===== src/rtl/afr_pkg.sv =====
`timescale 1ns / 1ps
`default_nettype none
// ----------------------------------------------------------------------------
// afr_pkg: shared types and constants of the frame receiver
// Holds the byte codes, outcome codes, register indexes and the frame event.
// ----------------------------------------------------------------------------
package afr_pkg;

    localparam logic [7:0] StartMark = 8'h7E;
    localparam logic [7:0] ApiRx16   = 8'h81;
    localparam logic [7:0] SumGood   = 8'hFF;
    localparam logic [7:0] FuelReset = 8'hFF;

    localparam int SumBytes = 12;
    localparam int PosApi   = 0;
    localparam int PosMsgId = 5;
    localparam int PosFuel  = 6;

    localparam logic [1:0] OutcomeDrop   = 2'd0;
    localparam logic [1:0] OutcomePair   = 2'd1;
    localparam logic [1:0] OutcomeStatus = 2'd2;

    localparam logic [1:0] CfgPairAckId = 2'd0;
    localparam logic [1:0] CfgStatusId  = 2'd1;

    typedef struct packed {
        logic [7:0] api;
        logic [7:0] msg_id;
        logic [7:0] fuel;
        logic [7:0] sum;
    } afr_event_t;

endpackage

`default_nettype wire


===== src/rtl/afr_parser.sv =====
`timescale 1ns / 1ps
`default_nettype none
// ----------------------------------------------------------------------------
// afr_parser: frame parser
// Tracks the start mark, the length and the frame bytes, keeps the first
// bytes of each frame with a running checksum, and signals the frame end.
// ----------------------------------------------------------------------------
module afr_parser
(
    input  wire logic               clk,
    input  wire logic               rst_n,
    input  wire logic               accept,
    input  wire logic [7:0]         rx_byte,
    output logic                    evt_fire,
    output afr_pkg::afr_event_t     evt
);
    import afr_pkg::*;

    localparam logic [1:0] PhIdle  = 2'd0;
    localparam logic [1:0] PhLenHi = 2'd1;
    localparam logic [1:0] PhLenLo = 2'd2;
    localparam logic [1:0] PhData  = 2'd3;

    logic [1:0]  phase_reg;
    logic [1:0]  phase_next;
    logic [15:0] count_reg;
    logic [15:0] count_next;
    logic [7:0]  len_hi_reg;
    logic [7:0]  len_hi_next;
    logic [15:0] len_reg;
    logic [15:0] len_next;
    logic [7:0]  store_reg [SumBytes];
    logic [7:0]  store_next [SumBytes];
    logic [7:0]  sum_reg;
    logic [7:0]  sum_next;
    logic [7:0]  old_byte;
    logic        wr_en;

    always_comb
    begin
        phase_next  = phase_reg;
        count_next  = count_reg;
        len_hi_next = len_hi_reg;
        len_next    = len_reg;
        evt_fire    = 1'b0;
        wr_en       = 1'b0;
        if (accept)
        begin
            case (phase_reg)
                PhIdle:
                begin
                    if (rx_byte == StartMark)
                    begin
                        phase_next = PhLenHi;
                    end
                end
                PhLenHi:
                begin
                    len_hi_next = rx_byte;
                    phase_next  = PhLenLo;
                end
                PhLenLo:
                begin
                    len_next   = {len_hi_reg, rx_byte};
                    count_next = 16'd0;
                    phase_next = PhData;
                end
                default:
                begin
                    wr_en = (count_reg < 16'(SumBytes));
                    if (count_reg != len_reg)
                    begin
                        count_next = count_reg + 16'd1;
                    end
                    else
                    begin
                        phase_next = PhIdle;
                        count_next = 16'd0;
                        evt_fire   = 1'b1;
                    end
                end
            endcase
        end
    end

    always_comb
    begin
        old_byte = 8'd0;
        for (int i = 0; i < SumBytes; i++)
        begin
            store_next[i] = store_reg[i];
            if (wr_en && (count_reg == 16'(i)))
            begin
                old_byte      = store_reg[i];
                store_next[i] = rx_byte;
            end
        end
        sum_next = wr_en ? (sum_reg - old_byte + rx_byte) : sum_reg;
    end

    assign evt.api    = store_next[PosApi];
    assign evt.msg_id = store_next[PosMsgId];
    assign evt.fuel   = store_next[PosFuel];
    assign evt.sum    = sum_next;

    always_ff @(posedge clk or negedge rst_n)
    begin
        if (!rst_n)
        begin
            phase_reg  <= PhIdle;
            count_reg  <= 16'd0;
            len_hi_reg <= 8'd0;
            len_reg    <= 16'd0;
            sum_reg    <= 8'd0;
            for (int i = 0; i < SumBytes; i++)
            begin
                store_reg[i] <= 8'd0;
            end
        end
        else
        begin
            phase_reg  <= phase_next;
            count_reg  <= count_next;
            len_hi_reg <= len_hi_next;
            len_reg    <= len_next;
            sum_reg    <= sum_next;
            for (int i = 0; i < SumBytes; i++)
            begin
                store_reg[i] <= store_next[i];
            end
        end
    end

endmodule

`default_nettype wire


===== src/rtl/afr_judge.sv =====
`timescale 1ns / 1ps
`default_nettype none
// ----------------------------------------------------------------------------
// afr_judge: frame check and result register
// Registers each frame end, checks the API byte, the message id and the
// checksum, keeps the fuel byte and holds the result until it is taken.
// ----------------------------------------------------------------------------
module afr_judge
(
    input  wire logic                clk,
    input  wire logic                rst_n,
    input  wire logic                evt_fire,
    input  wire afr_pkg::afr_event_t evt,
    input  wire logic [7:0]          pair_ack_id,
    input  wire logic [7:0]          status_id,
    input  wire logic                out_stall,
    output logic                     busy,
    output logic                     out_valid,
    output logic [1:0]               outcome,
    output logic [7:0]               fuel_level
);
    import afr_pkg::*;

    logic       evt_valid_reg;
    afr_event_t evt_reg;
    logic       out_valid_reg;
    logic [1:0] outcome_reg;
    logic [1:0] outcome_next;
    logic [7:0] fuel_reg;
    logic [7:0] fuel_next;
    logic       advance;
    logic       sum_ok;

    assign advance = evt_valid_reg && (!out_valid_reg || !out_stall);
    assign busy    = evt_valid_reg && !advance;
    assign sum_ok  = (evt_reg.sum == SumGood);

    always_comb
    begin
        outcome_next = OutcomeDrop;
        fuel_next    = fuel_reg;
        if (evt_reg.api == ApiRx16)
        begin
            if (evt_reg.msg_id == pair_ack_id)
            begin
                outcome_next = sum_ok ? OutcomePair : OutcomeDrop;
            end
            else if ((evt_reg.msg_id == status_id) && sum_ok)
            begin
                outcome_next = OutcomeStatus;
                fuel_next    = evt_reg.fuel;
            end
        end
    end

    always_ff @(posedge clk)
    begin
        if (evt_fire)
        begin
            evt_reg <= evt;
        end
        if (advance)
        begin
            outcome_reg <= outcome_next;
        end
    end

    always_ff @(posedge clk or negedge rst_n)
    begin
        if (!rst_n)
        begin
            evt_valid_reg <= 1'b0;
            out_valid_reg <= 1'b0;
            fuel_reg      <= FuelReset;
        end
        else
        begin
            if (evt_fire)
            begin
                evt_valid_reg <= 1'b1;
            end
            else if (advance)
            begin
                evt_valid_reg <= 1'b0;
            end
            if (advance)
            begin
                out_valid_reg <= 1'b1;
                fuel_reg      <= fuel_next;
            end
            else if (!out_stall)
            begin
                out_valid_reg <= 1'b0;
            end
        end
    end

    assign out_valid  = out_valid_reg;
    assign outcome    = outcome_reg;
    assign fuel_level = fuel_reg;

endmodule

`default_nettype wire


===== src/rtl/api_frame_receiver_checksum.sv =====
`timescale 1ns / 1ps
`default_nettype none
// ----------------------------------------------------------------------------
// api_frame_receiver_checksum: serial frame receiver with 8-bit checksum
// Finds frames in a byte stream, checks them and reports one result per
// frame, keeping the fuel byte of the last valid status message.
// ----------------------------------------------------------------------------
// Channel   Direction  Handshake            Payload
// input     in         in_valid/in_stall    rx_byte
// result    out        out_valid/out_stall  outcome, fuel_level
// config    in         cfg_valid/cfg_ready  cfg_index, cfg_data
//
// One byte is taken in every cycle while the result path is free.
// A result passes the frame-end register, then the result register, after its frame's last byte is taken.
// A frame-end item waits in one register behind the result register, so
// input stalls only when both are full and the result is stalled.
// Reset clears the parser, the stored bytes and sets the fuel byte to 255.
// ----------------------------------------------------------------------------
module api_frame_receiver_checksum
(
    input  wire logic       clk,
    input  wire logic       rst_n,
    input  wire logic       in_valid,
    output logic            in_stall,
    input  wire logic [7:0] rx_byte,
    output logic            out_valid,
    input  wire logic       out_stall,
    output logic [1:0]      outcome,
    output logic [7:0]      fuel_level,
    input  wire logic       cfg_valid,
    output logic            cfg_ready,
    input  wire logic [1:0] cfg_index,
    input  wire logic [7:0] cfg_data
);
    import afr_pkg::*;

    logic       accept;
    logic       evt_fire;
    afr_event_t evt;
    logic       busy;
    logic [7:0] pair_ack_id_reg;
    logic [7:0] status_id_reg;

    assign cfg_ready = 1'b1;
    assign in_stall  = busy;
    assign accept    = in_valid && !busy;

    always_ff @(posedge clk or negedge rst_n)
    begin
        if (!rst_n)
        begin
            pair_ack_id_reg <= 8'd0;
            status_id_reg   <= 8'd1;
        end
        else if (cfg_valid)
        begin
            case (cfg_index)
                CfgPairAckId: pair_ack_id_reg <= cfg_data;
                CfgStatusId:  status_id_reg   <= cfg_data;
                default:      ;
            endcase
        end
    end

    afr_parser u_parser
    (
        .clk      (clk),
        .rst_n    (rst_n),
        .accept   (accept),
        .rx_byte  (rx_byte),
        .evt_fire (evt_fire),
        .evt      (evt)
    );

    afr_judge u_judge
    (
        .clk         (clk),
        .rst_n       (rst_n),
        .evt_fire    (evt_fire),
        .evt         (evt),
        .pair_ack_id (pair_ack_id_reg),
        .status_id   (status_id_reg),
        .out_stall   (out_stall),
        .busy        (busy),
        .out_valid   (out_valid),
        .outcome     (outcome),
        .fuel_level  (fuel_level)
    );

endmodule

`default_nettype wire


===== config.mk =====
export PLATFORM = sky130hd
export DESIGN_NAME = api_frame_receiver_checksum
export DESIGN_NICKNAME = d
export VERILOG_FILES = /design/src/rtl/afr_pkg.sv /design/src/rtl/afr_parser.sv /design/src/rtl/afr_judge.sv /design/src/rtl/api_frame_receiver_checksum.sv
export SDC_FILE = /design/constraint.sdc
export NUM_CORES = 1
export LEC_CHECK = 0
export BUFFER_PORTS_ARGS = -buffer_cell sky130_fd_sc_hd__buf_4
export CORE_MARGIN = 5
export CORE_UTILIZATION = 55
export CTS_CLUSTER_SIZE = 20
export DETAILED_ROUTE_END_ITERATION = 12
export PLACE_DENSITY = 0.78
export SLEW_MARGIN = 20
export SYNTH_ARGS = -nofsm -noshare
export SYNTH_HDL_FRONTEND = slang
export SYNTH_SLANG_ARGS = --single-unit

===== constraint.sdc =====
create_clock -name clk -period 5.5 [get_ports clk]
set_input_delay 0.825 -clock clk [delete_from_list [all_inputs] [get_ports clk]]
set_output_delay 0.825 -clock clk [all_outputs]
set_load 0.01 [all_outputs]

* After elaboration in Yosys (flattened, before gate mapping)
Cells that the tools add are included.
** Cells by class
- Mux-type cells :: 33
- Add/sub/neg operators :: 3
- Equality and inequality tests :: 23
- $lt $le $gt $ge :: 1
- Bitwise gates (word level) :: 2
- Reduce and logical (&&, ||, !) cells :: 34
** Operators by type and width (number)
- $mux W8 :: 16
- $eq A16 B3 Y1 const B :: 4
- $eq A16 B4 Y1 const B :: 4
- $eq A16 B2 Y1 const B :: 2
- $pmux W16 S2 :: 1
- $add A16 B1 Y16 const B :: 1
- $eq A16 B1 Y1 const B :: 1
- $eq A8 B8 Y1 :: 2
- $eq A8 B8 Y1 const B :: 2
- $logic_and A1 B1 Y1 :: 16
- $logic_not A16 Y1 :: 1
- $lt A16 B4 Y1 const B :: 1
- $mux W16 :: 1
- $ne A16 B16 Y1 :: 1
- $mux W1 :: 10
- $reduce_and A2 Y1 :: 5
- $add A8 B8 Y8 :: 1
- $eq A8 B7 Y1 const B :: 1
- $mux W2 :: 4
- $sub A8 B8 Y8 :: 1
- $pmux W2 S3 :: 1
- $eq A2 B1 Y1 const B :: 2
- $logic_not A1 Y1 :: 4
- $logic_not A2 Y1 :: 2
- 10 further kinds :: 12
** Word-level totals
- Output and inout bits :: 13
- Input bits :: 23
- Register bits after elaboration :: 206
- Word-level logic and storage cells :: 123

* Logic depth before layout (Yosys ltp)
Gate-level depths: netlist of the first run.
- Depth in word-level cells :: 24
- Gate-level depth with buffers :: 22
- Gate-level depth less buffers :: 21

* Hierarchy
Synthesis of the first run repeated with hierarchy kept, for this count alone.
** Second synthesis, totals
- Cell total of the unflattened synthesis :: 922
- Area, all modules :: 9967.1 um2
** By module, submodules not included
- afr_parser :: area an instance 7684.9 um2, seq. area each 3653.5 um2, cells each 798, instances 1
- afr_judge :: area an instance 1652.8 um2, seq. area each 1281.2 um2, cells each 87, instances 1
- api_frame_receiver_checksum :: area an instance 629.4 um2, seq. area each 401.6 um2, cells each 37, instances 1

* Worst setup path after synthesis of the first run
No wires, ideal clock.
- Path type :: input to register
- Start point :: input port out_stall
- End point :: register u_judge.evt_reg[7] in the netlist's numbering (data pin)
- Data required time :: 5.237 ns
- Setup time :: 0.263 ns
- Setup slack :: 1.235 ns
- Buffers on the path :: 1
- Stages on the path :: 17
- Arrival time :: 4.002 ns
- Cell sequence :: nand3_1 > and4_1 > and3_1 > and2_1 > buf_2 > a32oi_1 > nand4b_1 > o221ai_1 > fa_1 > ha_1 > nand3_1 > o2111ai_1 > o211ai_1 > xnor2_1 > nor2b_1 > mux2i_1 > xnor2_1
** RTL lines
- from (decl) :: line api_frame_receiver_checksum.sv:27 : input wire logic out_stall,
- to (signal assigned) :: line afr_judge.sv:60 : evt_reg <= evt;
- to (decl) :: line afr_judge.sv:25 : afr_event_t evt_reg;

==> results by group, run 1 <==
Logic synthesis
  • Main synth FF type: dfrtp_1
  • EDFF count, synth: 34
  • Flops & latches, synth: 206
  • Biggest area consumer among synthesized cells: dfrtp_1
  • Syn Std Cell Area: 9840 um^2
  • Post-Syn Area per Cell: 11.7 um^2
  • Area share of the largest cell type after synthesis: 0.415
  • Synthesized Nets: 888
  • Post-synth ARST share: 0.835
  • Yosys cell types: 66
  • Synth top cells by count: dfrtp_1, nand2_1, mux2_2
  • Ranking of synthesized cells by area: dfrtp_1, mux2_2, edfxtp_1
  • Most common cell in the netlist: dfrtp_1
  • Post-Synthesis Cells: 842
  • Sequential element share of the synthesized area: 0.542
  • Synth Warn #: 0

Drt
  • Initial DRT Pass Iterations: 5
  • Wire per inst: 20.4 um
  • Final ANT Viol Nets: 0
  • Final WL: 22900 um
  • Detailed router's first-iteration violation count: 561
  • DRC viols: 0
  • Met2 routed WL: 10900 um
  • Avg Vias per Cell: 5.99
  • Max layer used: met4
  • Via count of the routed design: 6702
  • Metal3 WL: 1450 um
  • Wl on met1: 9820 um

Clocking
  • Post_cts resized: 0
  • Clock tree buffer depth: 3
  • Clock root buffer: clkbuf_16
  • Clock Sinks: 206
  • Clk_lat worst skew: 0.51 ns
  • CTS Hold Bufs: 0
  • Clock Pin Slew Worst Setup and Hold Paths: 0.06 ns
  • Post-CTS Repair Setup Buffers: 0
  • Number of CTS-inserted buffers: 23
  • TritonCTS clock tree: built
  • H-tree levels: 1

STA
  • Clk_skew: 0.0115 ns
  • RSZ-0062 raised after global routing: false
  • Rel. slew slack: 0.371
  • Final Setup Violations: 0
  • Worst hold slack: 0.261 ns
  • Min cycle time layout: 4.88 ns
  • Sum Neg Setup Slack: 0 ns
  • Slew @ Worst Pin: 0.932 ns
  • Max-slew violations: 0
  • Tcrit/Tclk final: 0.887
  • Fmax: 205 MHz
  • Final hold violations: 0

Die
  • Core area: 17800 um^2
  • Row count: 49
  • Initial Util: 0.553
  • Die Y: 144 um
  • Die outline width: 144 um
  • # IOs: 36
  • Die footprint: 20700 um^2

Worst setup path
  • Largest stage delay, worst path: 0.70 ns
  • Number of buffers and inverters on the critical path: 1
  • Slowest library cell on the worst path: ha_1
  • Max FO, Critical Path: 18
  • RR Startpoint: u_parser.count_reg[0]
  • Worst Path Required: 5.75 ns
  • CP startpoint: u_parser.count_reg[0]
  • Worst setup path class: reg -> reg
  • Setup crit end kind: register
  • Crit path max-delay family: adder cells
  • Critical Path, Cell by Cell: inv_1 -> ha_1 -> nand2_1 -> or4_1 -> o21ai_0 -> a31oi_1 -> a31oi_1 -> fa_1 -> ha_1 -> nand3_1 -> o2111ai_1 -> o211ai_1 -> xnor2_1 -> nor2b_1 -> mux2i_1 -> xnor2_1
  • Startpoint Class: register
  • WP data arrival: 5.13 ns

GRT
  • GRT Resource Usage Total: 0.227
  • Vias in the first global route: 6731
  • Initial antenna violation count: 0
  • Largest net degree at the start of global routing: 70
  • First-pass GRT wire length: 36800 um
  • Grt ovf: 0

Place
  • HPWL Detailed: 15000 um
  • DP Cell Count: 1078
  • # port buffers: 34
  • Routability cong.: 0.908

Cells and area
  • Max reg flops: 96
  • Antenna cell count: 0
  • # nets final: 920
  • Non-filler cells, final: 1119
  • Layout cells sized above 1: 0.249
  • Area growth, synth to finish: 12.8%

Pwr
  • PwrDens: 501 nW/um^2
  • Peak supply drop: 302 uV
  • Total power: 5.56 mW
  • Leakage power: 4.91 nW

Job
  • MaxCap Viol Count: 0

Min path
  • Min-Delay Path Class: in -> async

Outcome
  • Status: finished clean
==> area by class of cell <==
type / instances / area, um^2
Fill cell: 1392 / 6690
Sequential cell: 206 / 5340
Multi-Input combinational cell: 576 / 4270
Clock buffer: 29 / 598
Timing Repair Buffer: 51 / 387
Tap cell: 229 / 287
Clock inverter: 12 / 156
Inverter: 16 / 60.1
==> power breakdown <==
part           internal (mW)  total, mW  switching, mW
registers               2.03       2.34          0.307
clock network          0.954       1.55          0.600
logic                  0.775       1.66          0.889
==> path summary, 6_finish.rpt <==
path                       cells past startpoint  slack, ns                     end
max                                           16       0.62      u_judge.evt_reg[7]
min                                            1       0.26  u_parser.store_reg[89]
max reg2reg                                   16       0.62      u_judge.evt_reg[7]
min reg2reg                                    2       0.47  u_parser.store_reg[12]
max in group asynchronous                      2       3.97     u_parser.sum_reg[5]
min in group clk                               2       0.47  u_parser.store_reg[12]
==> cell usage in the layout (no fill, tap or decap), drive strengths merged, types with 9 or more instances in the layout <==
cell type,n
clkbuf,29
inv,17
xor2,19
nand3,17
buf,51
edfxtp,34
nand4,18
ha,16
dfstp,9
xnor2,35
nor2,38
nor4,10
and3,11
a21oi,25
nor3,10
mux2,122
nand2,127
o21ai,26
dfrtp,163
==> through the flow <==
step,cell area [um^2],worst slack [ns],util
after floorplan,9840,1.24,-
after global placement,10300,0.726,0.581
after detailed placement,10300,0.602,0.581
after CTS,11100,0.687,0.624
after global routing,11100,0.320,0.624
final,11100,0.621,0.624
==> routing by layer <==
layer / track usage / vias up
met1: 0.317 / 3397
met2: 0.366 / 216
li1: - / 3051
met5: 0 / -
met3: 0.0386 / 38
met4: 0.0728 / 0
==> kinds of logic (layout without fill, tap and decap cells) <==
family / count (synthesis) / after routing / synth area share
compound gates: 100 / 100 / 0.0667
xor+xnor: 54 / 54 / 0.0481
fa+ha+maj: 23 / 23 / 0.0346
buf+inv: 60 / 108 / 0.0243
flops: 206 / 206 / 0.542
mux: 125 / 125 / 0.143
other cells: 1 / 1 / 0.000381
simple gates: 273 / 273 / 0.141
Note: power is estimated with default switching activity, not from simulation.
==> run 2: changes to the inputs <==
- ABC_AREA: unset -> 1
==> run 2 against run 1 <==
Against the previous run:
- hold slack gained 0.11 ns
- final cell count is 26% higher
- flip-flop and latch count unchanged
- synthesized area up 2.6%
- synthesized cell count rose by 36%
- combinational power fell by 64%
==> results by group, run 2 <==
STA
  • Sum Neg Setup Slack: 0 ns (unchanged)
  • Fmax: 198 MHz (-3.6%)
  • RSZ-0062 raised after global routing: false
  • Slew @ Worst Pin: 0.790 ns (-0.142 ns)
  • Rel. slew slack: 0.472 (+0.101)
  • Clk_skew: 0.0132 ns (+0.00166 ns)
  • Min cycle time layout: 5.06 ns (+0.181 ns)
  • Final hold violations: 0 (unchanged)
  • Final Setup Violations: 0 (unchanged)
  • Worst hold slack: 0.369 ns (+0.108 ns)
  • Final Worst Setup Slack: 0.441 ns (-0.181 ns)
  • Max-slew violations: 0 (unchanged)
  • Tcrit/Tclk final: 0.920 (+0.0328)

GRT
  • Vias in the first global route: 7238 (+7.5%)
  • Largest net degree at the start of global routing: 80 (+14%)
  • First-pass GRT wire length: 37300 um (+1.5%)
  • Initial antenna violation count: 0 (unchanged)
  • Grt ovf: 0 (unchanged)
  • GRT Resource Usage Total: 0.211 (-0.0163)

Logic synthesis
  • Syn Std Cell Area: 10100 um^2 (+2.6%)
  • Post-synth ARST share: 0.835 (unchanged)
  • EDFF count, synth: 34 (unchanged)
  • Flops & latches, synth: 206 (unchanged)
  • Yosys cell types: 52 (-21%)
  • Area share of the largest cell type after synthesis: 0.404 (-0.0105)
  • Sequential element share of the synthesized area: 0.529 (-0.0137)
  • Post-Syn Area per Cell: 8.85 um^2 (-24%)
  • Biggest area consumer among synthesized cells: dfrtp_1
  • Most common cell in the netlist: nand2_1
  • Ranking of synthesized cells by area: dfrtp_1, nand2_1, edfxtp_1
  • Synth top cells by count: nand2_1, dfrtp_1, inv_1
  • Synth Warn #: 0 (unchanged)
  • Post-Synthesis Cells: 1141 (+36%)
  • Synthesized Nets: 1187 (+34%)
  • Main synth FF type: dfrtp_1

Place
  • Place WS: 0.187 ns (-0.415 ns)
  • HPWL Detailed: 14900 um (-0.72%)
  • # port buffers: 34 (unchanged)
  • Routability cong.: 0.858 (-5.5%)
  • Placed inst area: 10500 um^2 (+1.8%)

Die
  • Die Y: 145 um (+1.2%)
  • Die outline width: 145 um (+1.2%)
  • Initial Util: 0.560 (+0.00663)
  • Die footprint: 21200 um^2 (+2.4%)
  • Row count: 49 (unchanged)
  • Core area: 18000 um^2 (+1.4%)
  • # IOs: 36 (unchanged)

Worst setup path
  • CP dominant cell by count: nand2_1
  • WP data arrival: 5.30 ns (+0.17 ns)
  • Number of buffers and inverters on the critical path: 3 (+2)
  • RR Startpoint: u_parser.count_reg[2]
  • Setup crit end kind: register
  • R2R Path End: u_judge.evt_reg[7]
  • Crit path max-delay family: simple AND/OR/NAND/NOR gates
  • Startpoint Class: register
  • R2R depth: 36 (+20)
  • Worst Path Required: 5.74 ns (about the same)
  • Worst setup path class: reg -> reg
  • Largest stage delay, worst path: 0.56 ns (-0.14 ns)
  • Slowest library cell on the worst path: dfrtp_1
  • FF-to-FF setup slack: 0.44 ns (-0.18 ns)
  • Max FO, Critical Path: 25 (+7)

Clocking
  • Clock Sinks: 206 (unchanged)
  • Number of CTS-inserted buffers: 22 (-4.3%)
  • TritonCTS clock tree: built
  • Clk_lat worst skew: 0.50 ns (about the same)
  • H-tree levels: 1 (unchanged)
  • Clock root buffer: clkbuf_16
  • CTS Hold Bufs: 0 (unchanged)
  • Post-CTS Repair Setup Buffers: 0 (unchanged)
  • Clock Pin Slew Worst Setup and Hold Paths: 0.06 ns (about the same)
  • Clock tree buffer depth: 3 (unchanged)

Cells and area
  • Antenna cell count: 0 (unchanged)
  • Max reg flops: 96 (unchanged)
  • Final Instance Area: 11300 um^2 (+2.0%)
  • # nets final: 1214 (+32%)
  • Layout cells sized above 1: 0.136 (-0.113)
  • Commonest non-fill, non-tap cell in the layout: nand2_1
  • Area growth, synth to finish: 12.1%
  • Most frequent cells in the layout: nand2_1, dfrtp_1, inv_1, o21ai_0, nor2_1

Drt
  • Initial DRT Pass Iterations: 5 (unchanged)
  • Via count of the routed design: 7437 (+11%)
  • Final WL: 22100 um (-3.2%)
  • DRC viols: 0 (unchanged)
  • Avg Vias per Cell: 5.26 (-12%)
  • Wire per inst: 15.7 um (-23%)
  • Final ANT Viol Nets: 0 (unchanged)
  • Detailed router's first-iteration violation count: 567 (+1.1%)

Pwr
  • Leakage power: 5.77 nW (+18%)
  • Peak supply drop: 311 uV (+2.9%)
  • PwrDens: 352 nW/um^2 (-30%)

Outcome
  • Status: finished clean

Min path
  • Min-Delay Path Class: in -> async

Job
  • MaxCap Viol Count: 0 (unchanged)
run 2: timing repair:
item | CTS | global route
endpoints found under the hold margin | 0 | 0
gates resized for setup | 0 | 1
setup endpoints to repair | 0 | 1
run 2: worst max-delay path by stage:
stage | from | to | cells after the start
floorplan | out_stall | u_judge.evt_reg[7] | 35
detailed placement | out_stall | u_judge.evt_reg[7] | 37
global placement | out_stall | u_judge.evt_reg[7] | 37
finish | u_parser.count_reg[2] | u_judge.evt_reg[7] | 36
global route | u_parser.count_reg[2] | u_judge.evt_reg[7] | 30
CTS | u_parser.count_reg[3] | u_judge.evt_reg[7] | 36
run 2: cells by family after synthesis:
group	after synthesis	share of synthesized area
simple gates	459	0.207
flops	206	0.529
xor+xnor	36	0.0312
buf+inv	195	0.0786
compound gates	207	0.104
mux	14	0.0156
other cells	1	0.000372
fa+ha+maj	23	0.0337
run 2: metrics by stage:
step / power (mW) / cells / util
finish: 3.98 / 1413 / 0.628
global route: 4.19 / 1413 / 0.628
CTS: 4.01 / 1413 / 0.628
detailed placement: 2.40 / 1373 / 0.584
global placement: 2.38 / 1373 / 0.584
floorplan: 2.25 / 1141 / -
run 2: cell type report:
cell class | instances | area [um^2]
fillers | 1473 | 6710
flip-flops and latches | 206 | 5340
multi-input cells | 740 | 3960
clock buffers | 34 | 688
inverters | 149 | 562
repair buffers | 49 | 372
well taps | 229 | 287
clock inverters | 6 | 108
run 2: layer usage:
layer	global-route usage	wire, um	vias to the layer above	part of all wire
li1	-	-	3681	-
met1	0.301	9970	3475	0.45
met2	0.335	10200	230	0.46
met3	0.0352	1250	51	0.056
met4	0.0625	716	0	0.032
met5	0	0	-	0
run 2: power breakdown:
part	total [mW]	leakage [nW]	switching [mW]	internal, mW
Clock	1.59	0.388	0.587	1.00
Combinational	0.590	2.82	0.365	0.226
Sequential	1.80	2.56	0.122	1.68
Total	3.98	5.77	1.07	2.91
